## config.mk

```make
export PLATFORM = sky130hd
export DESIGN_NAME = tbc_div_cell
export DESIGN_NICKNAME = d
export VERILOG_FILES = /design/src/rtl/tbc_pkg.sv /design/src/rtl/tbc_div_cell.sv
export SDC_FILE = /design/constraint.sdc
export NUM_CORES = 1
export LEC_CHECK = 0
export BUFFER_PORTS_ARGS = -buffer_cell sky130_fd_sc_hd__buf_2
export CAP_MARGIN = 20
export CORE_AREA = 8 8 188 190
export CTS_CLUSTER_SIZE = 8
export DETAILED_ROUTE_END_ITERATION = 8
export DIE_AREA = 0 0 196 198
export PLACE_DENSITY = 0.73
export SLEW_MARGIN = 20
export SYNTH_ARGS = -nofsm -noshare
export SYNTH_HDL_FRONTEND = slang
export SYNTH_SLANG_ARGS = --single-unit
export TNS_END_PERCENT = 10
```

## constraint.sdc

```tcl
create_clock -name clk -period 8.5 [get_ports clk]
set_input_delay 0.425 -clock clk [delete_from_list [all_inputs] [get_ports clk]]
set_output_delay 0.425 -clock clk [all_outputs]
set_load 0.01 [all_outputs]
```

## src/rtl/tbc_pkg.sv

```systemverilog
`default_nettype none
package tbc_pkg;

	localparam int COORD_WIDTH_DEF = 16;
	localparam int WEIGHT_FRAC_DEF = 14;
	localparam int WEIGHT_W        = 16;
	localparam int CFG_AW          = 2;
	localparam int CFG_DW          = 32;
	localparam int TOL_W           = 14;
	localparam int NUM_AREAS       = 4;
	localparam int NUM_PARTS       = 3;

	localparam logic [CFG_DW-1:0] SEAM_RST = 32'd0;
	localparam logic [CFG_DW-1:0] AREA_RST = 32'd1;
	localparam logic [TOL_W-1:0]  TOL_RST  = 14'd3;

	// corner indices into the point list: 0..3 corners one..four, 4 query point
	// area 0 is the whole triangle, areas 1..3 are opposite corners one, two, four
	localparam int AREA_O [NUM_AREAS] = '{0, 4, 4, 4};
	localparam int AREA_A [NUM_AREAS] = '{1, 1, 0, 1};
	localparam int AREA_B [NUM_AREAS] = '{3, 3, 3, 0};

	typedef enum logic [1:0] {
		ST_OK      = 2'd0,
		ST_NOT_TRI = 2'd1,
		ST_DEGEN   = 2'd2,
		ST_OUTSIDE = 2'd3
	} status_t;

	typedef enum logic [CFG_AW-1:0] {
		REG_SEAM     = 2'd0,
		REG_MIN_AREA = 2'd1,
		REG_TOL      = 2'd2
	} cfg_reg_t;

	typedef struct packed {
		logic seam_bad;
		logic degen;
	} tbc_flags_t;

	function automatic int max_of(input int a, input int b);
		return (a > b) ? a : b;
	endfunction

endpackage
`default_nettype wire

```

## src/rtl/tbc_div_cell.sv

```systemverilog
`default_nettype none
// One quotient bit of a restoring division for every lane, shared divisor.
module tbc_div_cell import tbc_pkg::*; #(
	parameter int LANES = NUM_PARTS,
	parameter int AW    = 35
) (
	input  wire logic                         clk,
	input  wire logic                         arst_n,
	input  wire logic                         in_valid,
	output logic                              in_ready,
	input  wire tbc_flags_t                   in_flags,
	input  wire logic [AW-1:0]                in_whole,
	input  wire logic [LANES-1:0]             in_sat,
	input  wire logic [LANES-1:0][AW:0]       in_rem,
	input  wire logic [LANES-1:0][WEIGHT_W-1:0] in_lo,
	input  wire logic [LANES-1:0][WEIGHT_W-1:0] in_quo,
	output logic                              out_valid,
	input  wire logic                         out_ready,
	output tbc_flags_t                        out_flags,
	output logic [AW-1:0]                     out_whole,
	output logic [LANES-1:0]                  out_sat,
	output logic [LANES-1:0][AW:0]            out_rem,
	output logic [LANES-1:0][WEIGHT_W-1:0]    out_lo,
	output logic [LANES-1:0][WEIGHT_W-1:0]    out_quo
);

	logic                      v_q;
	logic [LANES-1:0][AW+1:0]  t_rem;
	logic [LANES-1:0][AW+1:0]  n_rem;
	logic [LANES-1:0]          ge;

	assign in_ready  = !v_q || out_ready;
	assign out_valid = v_q;

	always_comb begin
		for (int l = 0; l < LANES; l++) begin
			t_rem[l] = {in_rem[l], in_lo[l][WEIGHT_W-1]};
			ge[l]    = t_rem[l] >= (AW+2)'(in_whole);
			n_rem[l] = ge[l] ? (t_rem[l] - (AW+2)'(in_whole)) : t_rem[l];
		end
	end

	always_ff @(posedge clk or negedge arst_n) begin
		if (!arst_n) begin
			v_q <= 1'b0;
		end else if (in_ready) begin
			v_q <= in_valid;
		end
	end

	always_ff @(posedge clk) begin
		if (in_ready) begin
			out_flags <= in_flags;
			out_whole <= in_whole;
			out_sat   <= in_sat;
			for (int l = 0; l < LANES; l++) begin
				out_rem[l] <= n_rem[l][AW:0];
				out_lo[l]  <= {in_lo[l][WEIGHT_W-2:0], 1'b0};
				out_quo[l] <= {in_quo[l][WEIGHT_W-2:0], ge[l]};
			end
		end
	end

endmodule
`default_nettype wire

```

# After elaboration in Yosys (flattened, before gate mapping)
# Cells that the tools add are included.
totals:
  out_inout_bits: 246
  ff_bits: 242
  in_bits: 248
op_classes:
  muxes: 3
  order_cmp: 3
  reduce_logical: 2
  add_sub_neg: 3
op_table:
  columns: ["operator", "count"]
  rows:
  - ["37-bit by 35-bit greater-or-equal comparator with 1-bit output", 3]
  - ["36-bit two-way mux", 3]
  - ["36-bit by 35-bit subtractor with 36-bit output", 3]
  - ["1-bit logical NOT", 1]
  - ["1-bit logical OR", 1]

# Longest topological paths before layout
depth:
  word_depth: 2
  mapped_depth: 14

# Worst setup path before layout
# Ideal clock, no wire load.
synth_timing:
  path_type: "input to register"
  from: "input port out_ready"
  to: "register out_flags[0] (netlist bit), enable pin"
  arrival_time_ns: 6.283
  setup_ns: 0.651
  slack_ns: 1.566
  path_buffers: 0
  cell_stages: 1
  path_cell_list: "nand2b_1"
synth_between:
  elab_chain_len: 1
synth_lines:
  columns: ["element", "line_no", "rtl"]
  rows:
  - ["start: declaration", "tbc_div_cell.sv:18", "input wire logic out_ready,"]
  - ["1-bit logical OR", "tbc_div_cell.sv:32", "assign in_ready = !v_q || out_ready;"]
  - ["end signal: assignment", "tbc_div_cell.sv:53", "out_flags <= in_flags;"]
  - ["end: declaration", "tbc_div_cell.sv:19", "output tbc_flags_t out_flags,"]
# No other way between the ends.
# A chain may end at the register's enable or synchronous reset.

==> results.yml <==
sta:
  timing.hold.ws_ns: 0.0914
  rsz0062_at_grt: "no"
  slew_viol_final: 0
  worstMarginPinSlew_ns: 0.988
  tns_ns: 0
  setup_ws_ns: 5.09
  fin_worst_skew_ns: 0.0133
  fmax_ghz: 0.293
  finalSetupViolations: 0
  min_period_over_period: 0.401
  slew_headroom: 0.342
  period_minus_slack_ns: 3.41
  hold_violations: 0
worst_setup_path:
  crit_type: "in2reg"
  cp.arrival_ns: 3.66
  ff2ff_path_depth: 2
  endpoint: "out_rem[43]"
  worstSetupEndpointType: "flip-flop"
  worstPathRequired_ns: 8.75
  worstReg2RegEnd: "out_rem[27]"
  startpoint_type: "input pin"
  reg2reg_from: "out_valid"
  cp_max_fo: 48
  r2r_slack_ns: 6.15
  worstSetupStartpoint: "in_whole[1]"
clock_network:
  cts_tree: "built"
  worstSkewPairLatency_ns: 0.52
  clockRootBuffer: "clkbuf_16"
  clockBufferDepth: 3
  clk_pin_slew_worst_paths_ns: 0.05
  h-tree-depth: 2
  clock-sinks: 242
  cts_buffers: 36
finish:
  final_layout_size_suffix_gt1_frac: 0.299
  fin_nets: 2221
  area_delta_synth_final_pct: 25.7
  post-route-util: 0.565
drt:
  num_vias: 12677
  wl_per_cell_um: 22.4
  drtIter0Drc: 780
  wl_met3_mm: 4.04
  drtAntennaViolNets: 0
  highest_layer: "met5"
  wl_met2_mm: 25.6
  wirelength_mm: 51.5
  dr.pass1.iters: 5
  wl_met1_mm: 19.6
  drc_errors: 0
  viasPerCell: 5.53
global_route:
  grt_pass1_vias: 12647
  grt.total_usage: 0.253
  grt_pass1_wl_mm: 75.1
  grt_start_max_net_pins: 81
  grt-ovfl-total: 0
  antenna_found_initial: 15
die:
  core_um2: 32200
  rows: 66
  start_util: 0.450
  die_x_um: 196
  dieArea_um2: 38800
  die_h_um: 198
  io_pins: 494
yosys:
  yosys.area.top_type: "edfxtp_1"
  synth.distinct_cells: 77
  ys_async_sr_fraction: 0.00413
  yosys-top-cells-area: "edfxtp_1, ha_1, a21oi_1"
  netlist_instances: 1383
  ys_seq_area_frac: 0.501
  synth_edf_count: 241
  synth_warnings: 0
  synth_top_area_frac: 0.500
  synth_area_per_cell_um2: 10.5
  synth_most_common_cell: "edfxtp_1"
  synth_area_um2: 14500
  netlist_top_cells_count: "edfxtp_1, a21oi_1, nand2_1"
  ys.flop_type: "edfxtp_1"
  ys_ff_latch: 242
placed_design:
  dpl.hpwl_mm: 41.9
  preCtsSetupSlack_ns: 4.58
  place_congestion: 0.952
  portBuffers: 487
power:
  swShare: 0.297
  comb_power_share: 0.254
  leakage_nw: 7.99
  p_clk_frac: 0.337
  intPower_mw: 2.64
  seqPwrFrac: 0.410
  power.total_mw: 3.76
  power_density_nw_per_um2: 206
  peakVddDrop_mv: 0.147
  switchingPower_mw: 1.12
outcome:
  outcome: "complete, no violations"
min_path:
  hold_class: "in2reg"
  hold_depth: 1
job:
  cap_viol_max_count: 0
-- per-stage QoR --
step	area, um2	std cells
after global routing	18200	2290
after detailed placement	17200	2234
final	18200	2293
after CTS	18200	2285
after global placement	17200	2234
after floorplan	14500	1385
-- worst max-delay path: stages --
cell and delay, ns:
buf_2 0.20, inv_1 0.15, ha_1 0.31, nor2b_1 0.17
o31a_1 0.17, a41oi_1 0.18, a31o_2 0.29, o31a_1 0.35
a22oi_4 0.48, buf_4 0.52, mux2_2 0.39
-- layout make-up --
type | instances | area (um2)
Antenna cell | 8 | 20.0
Clock buffer | 47 | 942
Tap cell | 408 | 510
Inverter | 63 | 236
Fill cell | 2869 | 14000
Sequential cell | 242 | 7260
Timing Repair Buffer | 494 | 2490
Multi-Input combinational cell | 1028 | 6710
Clock inverter | 3 | 30.0
-- power by group through the flow --
stage | Combinational (mW) | Sequential [mW] | Clock (mW)
after floorplan | 0.493 | 1.66 | 0
final | 0.954 | 1.54 | 1.26
after global routing | 1.04 | 1.55 | 1.33
after global placement | 0.940 | 1.56 | 0
after CTS | 0.956 | 1.54 | 1.30
after detailed placement | 0.949 | 1.56 | 0
-- sequential cells by signal, indices dropped and copies added, names as in the netlist --
signal,cells
out_lo,45
out_whole,35
out_flags,2
out_quo,48
out_valid,1
out_sat,3
out_rem,108
-- timing repair --
item | in CTS | in global routing
resized for setup | 0 | 0
endpoints found under the hold margin | 1 | 0
setup buffers | 0 | 0
hold buffers | 1 | 0
-- routing by layer --
metal / vias to the layer above / global-route usage
met5: - / 0
met4: 16 / 0.109
met3: 101 / 0.0686
met2: 507 / 0.450
met1: 5962 / 0.282
li1: 6091 / -
-- logic make-up after synthesis --
group,after synthesis,synth area share
compound gates,413,0.182
simple gates,413,0.129
flops,242,0.501
buf+inv,115,0.0362
fa+ha+maj,108,0.0949
xor+xnor,86,0.0520
mux,5,0.00389
other cells,1,0.000259
-- worst min-delay path by stage --
stage,endpoint,startpoint,slack (ns)
detailed placement,out_valid,arst_n,0.20
global route,out_quo[23],in_quo[22],0.07
floorplan,out_valid,arst_n,0.13
finish,out_quo[41],in_quo[40],0.09
CTS,out_quo[41],in_quo[40],0.07
global placement,out_valid,arst_n,0.20
-- layout by cell type, fill, tap and decap left out, types with 6 or more instances in the layout --
cell type  synthesis  layout
ha_1             105     105
xnor2_1           46      46
o21a_1            16      16
diode_2            0       8
xor2_1            40      40
or3_1              6       6
edfxtp_1         241     241
clkbuf_1          20      11
nand2b_1          16      15
a21o_1            34      34
o21ai_0           90      90
o211ai_1          11      11
buf_2             15     487
a211oi_1          10      10
nor3_1            27      27
a31oi_1            9       9
nand2_1          139     139
and2_1            10      10
o31ai_1           10      10
nor2_1           120     120
nand3_1           37      37
and3_1            14      14
a21oi_1          150     150
buf_4              6       6
nor2b_1           14      14
inv_1             61      61
o21bai_1          16      16
nand4_1           16      16
o21ai_1            7       7
clkbuf_16          0      36
(Power assumes the default switching activity.)
