$ cat src/rtl/tbc_pkg.sv
`default_nettype none
package tbc_pkg;

	localparam int COORD_WIDTH_DEF = 16;
	localparam int WEIGHT_FRAC_DEF = 14;
	localparam int WEIGHT_W        = 16;
	localparam int CFG_AW          = 2;
	localparam int CFG_DW          = 32;
	localparam int TOL_W           = 14;
	localparam int NUM_AREAS       = 4;
	localparam int NUM_PARTS       = 3;

	localparam logic [CFG_DW-1:0] SEAM_RST = 32'd0;
	localparam logic [CFG_DW-1:0] AREA_RST = 32'd1;
	localparam logic [TOL_W-1:0]  TOL_RST  = 14'd3;

	// corner indices into the point list: 0..3 corners one..four, 4 query point
	// area 0 is the whole triangle, areas 1..3 are opposite corners one, two, four
	localparam int AREA_O [NUM_AREAS] = '{0, 4, 4, 4};
	localparam int AREA_A [NUM_AREAS] = '{1, 1, 0, 1};
	localparam int AREA_B [NUM_AREAS] = '{3, 3, 3, 0};

	typedef enum logic [1:0] {
		ST_OK      = 2'd0,
		ST_NOT_TRI = 2'd1,
		ST_DEGEN   = 2'd2,
		ST_OUTSIDE = 2'd3
	} status_t;

	typedef enum logic [CFG_AW-1:0] {
		REG_SEAM     = 2'd0,
		REG_MIN_AREA = 2'd1,
		REG_TOL      = 2'd2
	} cfg_reg_t;

	typedef struct packed {
		logic seam_bad;
		logic degen;
	} tbc_flags_t;

	function automatic int max_of(input int a, input int b);
		return (a > b) ? a : b;
	endfunction

endpackage
`default_nettype wire

$ cat src/rtl/tbc_sqrt_cell.sv
`default_nettype none
// One digit of a restoring square root for every lane: two radicand bits in,
// one root bit out.
module tbc_sqrt_cell import tbc_pkg::*; #(
	parameter int LANES = NUM_AREAS,
	parameter int SW    = 70,
	parameter int RW    = 38,
	parameter int AW    = 35
) (
	input  wire logic                        clk,
	input  wire logic                        arst_n,
	input  wire logic                        in_valid,
	output logic                             in_ready,
	input  wire tbc_flags_t                  in_flags,
	input  wire logic [LANES-1:0][SW-1:0]    in_rad,
	input  wire logic [LANES-1:0][RW-1:0]    in_rem,
	input  wire logic [LANES-1:0][AW-1:0]    in_root,
	output logic                             out_valid,
	input  wire logic                        out_ready,
	output tbc_flags_t                       out_flags,
	output logic [LANES-1:0][SW-1:0]         out_rad,
	output logic [LANES-1:0][RW-1:0]         out_rem,
	output logic [LANES-1:0][AW-1:0]         out_root
);

	logic                      v_q;
	logic [LANES-1:0][RW-1:0]  t_rem;
	logic [LANES-1:0][RW-1:0]  trial;
	logic [LANES-1:0]          ge;

	assign in_ready  = !v_q || out_ready;
	assign out_valid = v_q;

	always_comb begin
		for (int l = 0; l < LANES; l++) begin
			t_rem[l] = {in_rem[l][RW-3:0], in_rad[l][SW-1:SW-2]};
			trial[l] = RW'({in_root[l], 2'b01});
			ge[l]    = t_rem[l] >= trial[l];
		end
	end

	always_ff @(posedge clk or negedge arst_n) begin
		if (!arst_n) begin
			v_q <= 1'b0;
		end else if (in_ready) begin
			v_q <= in_valid;
		end
	end

	always_ff @(posedge clk) begin
		if (in_ready) begin
			out_flags <= in_flags;
			for (int l = 0; l < LANES; l++) begin
				out_rad[l]  <= {in_rad[l][SW-3:0], 2'b00};
				out_rem[l]  <= ge[l] ? (t_rem[l] - trial[l]) : t_rem[l];
				out_root[l] <= {in_root[l][AW-2:0], ge[l]};
			end
		end
	end

endmodule
`default_nettype wire

$ cat config.mk
export PLATFORM = sky130hd
export DESIGN_NAME = tbc_sqrt_cell
export DESIGN_NICKNAME = d
export VERILOG_FILES = /design/src/rtl/tbc_pkg.sv /design/src/rtl/tbc_sqrt_cell.sv
export SDC_FILE = /design/constraint.sdc
export NUM_CORES = 1
export LEC_CHECK = 0
export CAP_MARGIN = 20
export CELL_PAD_IN_SITES_DETAIL_PLACEMENT = 1
export CELL_PAD_IN_SITES_GLOBAL_PLACEMENT = 1
export CORE_AREA = 2 2 453 455
export CTS_BUF_LIST = sky130_fd_sc_hd__clkbuf_4 sky130_fd_sc_hd__clkbuf_8 sky130_fd_sc_hd__clkbuf_16
export CTS_CLUSTER_DIAMETER = 200
export CTS_CLUSTER_SIZE = 20
export DETAILED_ROUTE_END_ITERATION = 8
export DIE_AREA = 0 0 455 457
export DONT_BUFFER_PORTS = 1
export PLACE_DENSITY = 0.4
export SKIP_LAST_GASP = 1
export SYNTH_ARGS = -nofsm -noshare
export SYNTH_HDL_FRONTEND = slang
export SYNTH_SLANG_ARGS = --single-unit
export TNS_END_PERCENT = 5
$ cat constraint.sdc
create_clock -name clk -period 24.8 [get_ports clk]
set_input_delay 4.96 -clock clk [delete_from_list [all_inputs] [get_ports clk]]
set_output_delay 4.96 -clock clk [all_outputs]
set_load 0.02 [all_outputs]
======== After elaboration in Yosys (flattened, before gate mapping) ========
Cells that the tools add are included.
storage, ports and cells
  word-level logic and storage cells ...... 29
  bits in writable memories ............... 0
  output and inout port bits .............. 576
  bits in read-only memories .............. 0
  latch bits .............................. 0
  register bits after elaboration ......... 567
  memories kept ........................... 0
operators by class
  multiply operators ...................... 0
  divide/modulo/power cells ............... 0
  muxes and demuxes ....................... 4
  reductions and logical operators ........ 2
  bitwise gates (word level) .............. 0
  shifts and indexed selects .............. 0
  equality and inequality tests ........... 0
  add/subtract/negate cells ............... 4
  $lt $le $gt $ge ......................... 4
operator list
  operator            count
  $ge A38 B37 Y1      4
  $mux W38            4
  $sub A38 B37 Y38    4
  $logic_not A1 Y1    1
  $logic_or A1 B1 Y1  1

======== Depth between registers and ports, before layout ========
Gate-level depths: netlist of run 1.
  word-level depth ........................ 2
  mapped depth ............................ 14

======== Worst setup path after synthesis of run 1 ========
No wires, ideal clock.
  path type ............................... input to output
  start point ............................. input out_ready
  end point ............................... output in_ready
  arrival ................................. 18.596 ns
  stages .................................. 1
  buffers on the path ..................... 0
  required time ........................... 19.840 ns
  path slack .............................. 1.244 ns
  path through ............................ nand2b_1
on the way
  word-level cells in the longest chain between the ends .. 1
ends and longest elaborated chain
  item                RTL line             text
  start, declared     tbc_sqrt_cell.sv:19  input wire logic out_ready,
  $logic_or A1 B1 Y1  tbc_sqrt_cell.sv:31  assign in_ready = !v_q || out_ready;
  end, declared       tbc_sqrt_cell.sv:13  output logic in_ready,
No other way between the ends.

======== Final worst setup path of run 1 ========
Ends and elaborated chain as after synthesis.

==> results.sh, run 1 <==
export IMPL_status="completed"
export IMPL_maxSlewViolCount=0
export IMPL_setup_tns_ns=0
export IMPL_die_y_um=457
export IMPL_cts_root_buffer="clkbuf_16"
export IMPL_first_pass_iters=4
export IMPL_min_path_type="flop to flop"
export IMPL_fp_row_count=166
export IMPL_async_reset_ff_frac=0.00176
export IMPL_synth_cells=2119
export IMPL_antenna_found_initial=90
export IMPL_dieArea_sq_um=208000
export IMPL_total_leakage_power_nw=11.1
export IMPL_initial_utilization=0.133
export IMPL_fin_crit_sh=0.413
export IMPL_drv_cap=0
export IMPL_drt_iter0_markers=1165
export IMPL_p_per_area_nw_per_um2=75.7
export IMPL_grt_pass1_wl_um=175000
export IMPL_dp_cells=4765
export IMPL_numCtsBuffers=35
export IMPL_final_seq_area_sq_um=17000
export IMPL_max_freq_mhz=97.7
export IMPL_multi_input_area_sq_um=9060
export IMPL_critPathMaxFanout=13
export IMPL_worst_setup_path_type="input port to primary output"
export IMPL_yosys_warnings=0
export IMPL_crit_arrival_ns=5.27
export IMPL_worstPathRequired_ns=19.84
export IMPL_min_period_ns=10.23
export IMPL_final_antenna_net_count=0
export IMPL_grt_start_max_net_pins=107
export IMPL_cts_hold_buf=0
export IMPL_drt_total_wl_um=136000
export IMPL_coreArea_sq_um=203000
export IMPL_cts_setup_buffers=0
export IMPL_overflow=0
export IMPL_cts_sinks=567
export IMPL_area_delta_synth_final_pct=15.9
export IMPL_ys_seq_area_frac=0.630
export IMPL_total_power_mw=2.37
export IMPL_wl_per_cell_um=28.2
export IMPL_cts_tree="done"
export IMPL_post_cts_resized=0
export IMPL_synth_cell_types=74
export IMPL_ys_seq_elements=567
export IMPL_final_nets=2840
export IMPL_crit_family="simple AND/OR/NAND/NOR gates"
export IMPL_port_buffers=0
export IMPL_num_io_pins=1154
export IMPL_die_w_um=455
export IMPL_vias=17500
export IMPL_synth_area_leaders="edfxtp_1 (63%), ha_1 (6.9%), a21oi_1 (3.3%)"
export IMPL_clkLatencyLatePin_ns=0.66
export IMPL_finalHoldViolCount=0
export IMPL_slowest_delay_ns=0.30
export IMPL_num_fill_cells=23100
export IMPL_fin_cells=4829
export IMPL_ctsHtreeMaxLevel=2
export IMPL_grtUsageTotal=0.125
export IMPL_vias_per_cell=3.62
export IMPL_drc_errors=0
export IMPL_avgSynthCellArea_sq_um=12.7
export IMPL_dp_hpwl_um=114000
export IMPL_yosysTopAreaCellShare=0.629
export IMPL_grt_pass1_vias=17800
export IMPL_worst_slew_pin_slew_ns=1.03
export IMPL_setup_viol=0
export IMPL_critical_path_buf_inv_count=0
export IMPL_synth_edf_count=566
export IMPL_end_kind="primary output"
export IMPL_vdd_drop_max_mv=0.0402
export IMPL_critPathSlowestCell="nand2b_4"
export IMPL_place_congestion=0.863
export IMPL_synth_top_area_cell="edfxtp_1"
export IMPL_skew_ns=0.0303
export IMPL_clkTransAtPathRegs_ns=0.10
export IMPL_clockBufferDepth=3
export IMPL_startpoint_type="input port"
export IMPL_path_cells="nand2b_4"
export IMPL_synth_flop_cell="edfxtp_1"
export IMPL_max_slew_margin=0.315
export IMPL_grt_setup_unrepaired="false"
export IMPL_drive_above_1_share=0.0654
export IMPL_synthesis_area_sq_um=27000
## flip-flops by register name, summed over array words and instances (netlist names)
name / cells
out_rem: 152
out_rad: 272
out_valid: 1
out_root: 140
out_flags: 2
## per-layer routing
| layer | routed length (um) | global-route usage |
|---|---|---|
| met1 | 47100 | 0.127 |
| met2 | 68400 | 0.223 |
| met3 | 17000 | 0.0667 |
| met4 | 3360 | 0.0272 |
| met5 | 130 | 0 |
## placed cells by master (no fill, tap or decap), drive strengths merged, types with 8 or more instances in the layout
| cell type | n |
|---|---|
| edfxtp | 566 |
| inv | 182 |
| a21oi | 178 |
| nand2 | 163 |
| o21ai | 151 |
| ha | 148 |
| nor2 | 103 |
| xnor2 | 90 |
| a21o | 62 |
| xor2 | 49 |
| mux2 | 46 |
| clkbuf | 44 |
| nand4 | 35 |
| o21bai | 27 |
| nand3 | 25 |
| nor3 | 21 |
| a31oi | 20 |
| nor2b | 19 |
| o21a | 19 |
| and3 | 18 |
| buf | 16 |
| diode | 15 |
| nand2b | 14 |
| a211oi | 13 |
| o211ai | 11 |
| conb | 8 |
| o31ai | 8 |
## logic make-up after synthesis
| logic type | after synthesis | share of synthesized area |
|---|---|---|
| xor+xnor | 139 | 0.0451 |
| buf+inv | 246 | 0.0364 |
| compound gates | 541 | 0.126 |
| mux | 46 | 0.0192 |
| other cells | 1 | 0.000139 |
| fa+ha+maj | 148 | 0.0685 |
| flops | 567 | 0.630 |
| simple gates | 431 | 0.0752 |
## power breakdown
part	switching (mW)	total, mW	internal, mW	leakage (nW)
clock	0.370	0.651	0.282	0.509
combinational	0.210	0.334	0.124	4.91
sequential	0.202	1.39	1.18	5.70
total	0.781	2.37	1.59	11.1
## worst reg2reg max path, stage by stage, from the launching register on
cell	delay, ns
dfrtp_1	0.57
nand2b_4	0.37
buf_12	0.48
buf_4	0.77
buf_4	0.57
buf_4	0.87
## per-stage QoR
stage | utilization | cell area, sq um | hold WS (ns) | worst slack, ns
finish | 0.154 | 31300 | 1.12 | 14.57
floorplan | - | 27000 | 4.66 | 1.24
CTS | 0.154 | 31300 | 1.17 | 14.56
global placement | 0.149 | 30300 | 1.15 | 14.56
detailed placement | 0.149 | 30300 | 1.15 | 14.56
global route | 0.154 | 31300 | 1.16 | 14.56
## area by class of cell
class                           count  area share
Sequential cell                   567       0.544
Antenna cell                       15     0.00120
Timing Repair Buffer               16     0.00423
Clock inverter                      5     0.00144
Tap cell                         2688       0.107
Inverter                          181      0.0217
Clock buffer                       44      0.0312
Multi-Input combinational cell   1313       0.289
## Yosys cell counts, drive strengths merged, types with 4 or more instances
| master | instances |
|---|---|
| a21oi | 178 |
| and3 | 18 |
| buf | 31 |
| o21a | 19 |
| o211ai | 11 |
| inv | 181 |
| o31a | 4 |
| a211o | 4 |
| o31ai | 8 |
| clkbuf | 34 |
| nand3 | 25 |
| xor2 | 49 |
| a31o | 5 |
| a31oi | 20 |
| or3 | 7 |
| a211oi | 13 |
| nand2 | 163 |
| nand2b | 14 |
| a21boi | 6 |
| and4 | 7 |
| nor3 | 21 |
| a21o | 62 |
| ha | 148 |
| and2 | 7 |
| edfxtp | 566 |
| o21ai | 151 |
| nand4 | 35 |
| nor2b | 19 |
| nor2 | 103 |
| a221oi | 5 |
| mux2 | 46 |
| xnor2 | 90 |
| o21bai | 27 |
| nor4 | 5 |
| or2 | 4 |
## path summary, 6_finish.rpt
path	startpoint	end	slack, ns	cells after the start
worst max-delay path	out_ready	in_ready	14.57	1
worst min-delay path	out_valid	out_root[77]	1.12	1
worst max register to register	out_valid	out_root[54]	20.69	5
worst min register to register	out_valid	out_root[77]	1.12	1
max in group asynchronous	arst_n	out_valid	20.72	0
min in group asynchronous	arst_n	out_valid	4.01	0
Power figures use the tool's default switching activity.
==> run 2: changes to the inputs <==
- clock period: 24.8 -> 10 ns (I/O delays scaled with it)
==> run 2 against run 1 <==
Power up 150%; critical path depth up 13; critical endpoint is now out_rem[9]; non-clock buffer count down 3; design area down 0.22%; routed wire length down 1.8%; first-iteration DRC count up 4.8%; via count down 0.76%.
==> results.sh, run 2 (same netlist as run 1, synthesis figures left out) <==
export IMPL_status="completed"
export IMPL_overflow=0
export IMPL_end_kind="flop"
export IMPL_dpl_cell_area_sq_um=30300
export IMPL_clkTransAtPathRegs_ns=0.09
export IMPL_dp_cells=4762
export IMPL_grt_pass1_vias=17900
export IMPL_crit_arrival_ns=5.98
export IMPL_drt_iter0_markers=1221
export IMPL_final_common_cell="edfxtp_1"
export IMPL_coreArea_sq_um=203000
export IMPL_worst_setup_path_type="input port to flop"
export IMPL_total_leakage_power_nw=11.1
export IMPL_fin_cells=4810
export IMPL_first_pass_iters=5
export IMPL_vias=17300
export IMPL_fp_row_count=166
export IMPL_cts_hold_buf=0
export IMPL_grtUsageTotal=0.123
export IMPL_ctsHtreeMaxLevel=2
export IMPL_final_nets=2836
export IMPL_clockBufferDepth=3
export IMPL_min_period_ns=5.60
export IMPL_port_buffers=0
export IMPL_vdd_drop_max_mv=0.0862
export IMPL_area_delta_synth_final_pct=15.7
export IMPL_clkLatencyLatePin_ns=0.65
export IMPL_max_slew_margin=0.311
export IMPL_startpoint_type="input port"
export IMPL_top_register="out_rad"
export IMPL_initial_utilization=0.133
export IMPL_setup_tns_ns=0
export IMPL_min_path_type="input port to asynchronous set/reset pin"
export IMPL_cts_setup_buffers=0
export IMPL_stdcell_area_sq_um=31200
export IMPL_fin_hold_ws_ns=1.06
export IMPL_drive_above_1_share=0.0596
export IMPL_worst_slew_pin_slew_ns=1.03
export IMPL_max_freq_mhz=179
export IMPL_final_cell_mix="edfxtp_1 (566), inv_1 (180), a21oi_1 (175)"
export IMPL_skew_ns=0.0255
export IMPL_dp_hpwl_um=112000
export IMPL_p_per_area_nw_per_um2=186
export IMPL_cts_sinks=567
export IMPL_cts_tree="done"
export IMPL_maxSlewViolCount=0
export IMPL_setup_viol=0
export IMPL_antenna_found_initial=72
export IMPL_drt_total_wl_um=134000
export IMPL_num_io_pins=1154
export IMPL_final_antenna_net_count=0
export IMPL_cts_root_buffer="clkbuf_16"
export IMPL_wl_per_cell_um=27.8
export IMPL_drv_cap=0
export IMPL_numCtsBuffers=34
export IMPL_grt_setup_unrepaired="false"
export IMPL_grt_start_max_net_pins=133
export IMPL_post_cts_resized=0
export IMPL_num_fill_cells=23100
export IMPL_die_w_um=455
export IMPL_largest_register_ff_count=272
export IMPL_reg_largest_list="out_rad x272, out_rem x152, out_root x140"
export IMPL_vias_per_cell=3.61
export IMPL_dieArea_sq_um=208000
export IMPL_place_congestion=0.873
export IMPL_die_y_um=457
export IMPL_critPathMaxFanout=38
export IMPL_worstPathRequired_ns=10.38
export IMPL_total_power_mw=5.83
export IMPL_finalHoldViolCount=0
export IMPL_reg2reg_setup_slack_ns=6.62
export IMPL_drc_errors=0
export IMPL_grt_pass1_wl_um=172000
export IMPL_fin_crit_sh=0.560
[run 2: cell types whose count changed in the layout (fill, tap and decap cells not counted), sizes merged]
cell      change
buf           -3
diode         -7
clkbuf        -7
bufinv        +1
clkinv        -2
clkinvlp      -1
[run 2: report_power, final]
| group | total (mW) | switching [mW] | internal [mW] |
|---|---|---|---|
| Combinational | 0.832 | 0.524 | 0.308 |
| Sequential | 3.43 | 0.498 | 2.94 |
| Clock | 1.56 | 0.873 | 0.688 |
| Total | 5.83 | 1.89 | 3.93 |
[run 2: critical path, stage by stage]
cell      delay [ns]
inv_1           0.02
ha_1            0.35
nor2b_1         0.19
o31ai_1         0.50
a21oi_1         0.13
buf_4           0.20
a221oi_2        0.51
a21oi_4         0.18
a31oi_4         0.31
nor2_4          0.05
nor2_4          0.60
buf_4           0.49
inv_2           0.07
mux2_1          0.31
[run 2: routing by layer]
metal	up-vias	GRT usage	part of all wire
li1	7750	-	-
met1	8579	0.127	0.35
met2	835	0.222	0.51
met3	170	0.0612	0.12
met4	10	0.0213	0.020
met5	-	0	0.00057
[run 2: area by class of cell]
type	count	area, sq um	area share
clock buffers	37	926	0.0296
well taps	2688	3360	0.108
multi-input cells	1313	9060	0.290
flip-flops and latches	567	17000	0.545
inverters	181	679	0.0217
repair buffers	13	135	0.00432
clock inverters	3	42.5	0.00136
diodes	8	20.0	0.000641
[run 2: worst paths after layout]
kind	depth (start not counted)	startpoint	end
setup / recovery	14	in_root[0]	out_rem[9]
hold / removal	0	arst_n	out_valid
setup reg to reg	4	out_valid	out_rem[67]
hold reg to reg	2	out_valid	out_root[139]
max in group asynchronous	0	arst_n	out_valid
min in group clk	2	out_valid	out_root[139]
[run 2: metrics by stage]
stage	util	setup WS (ns)
global placement	0.149	3.71
global route	0.154	4.20
finish	0.154	4.40
CTS	0.154	4.39
floorplan	-	2.09
detailed placement	0.149	3.66
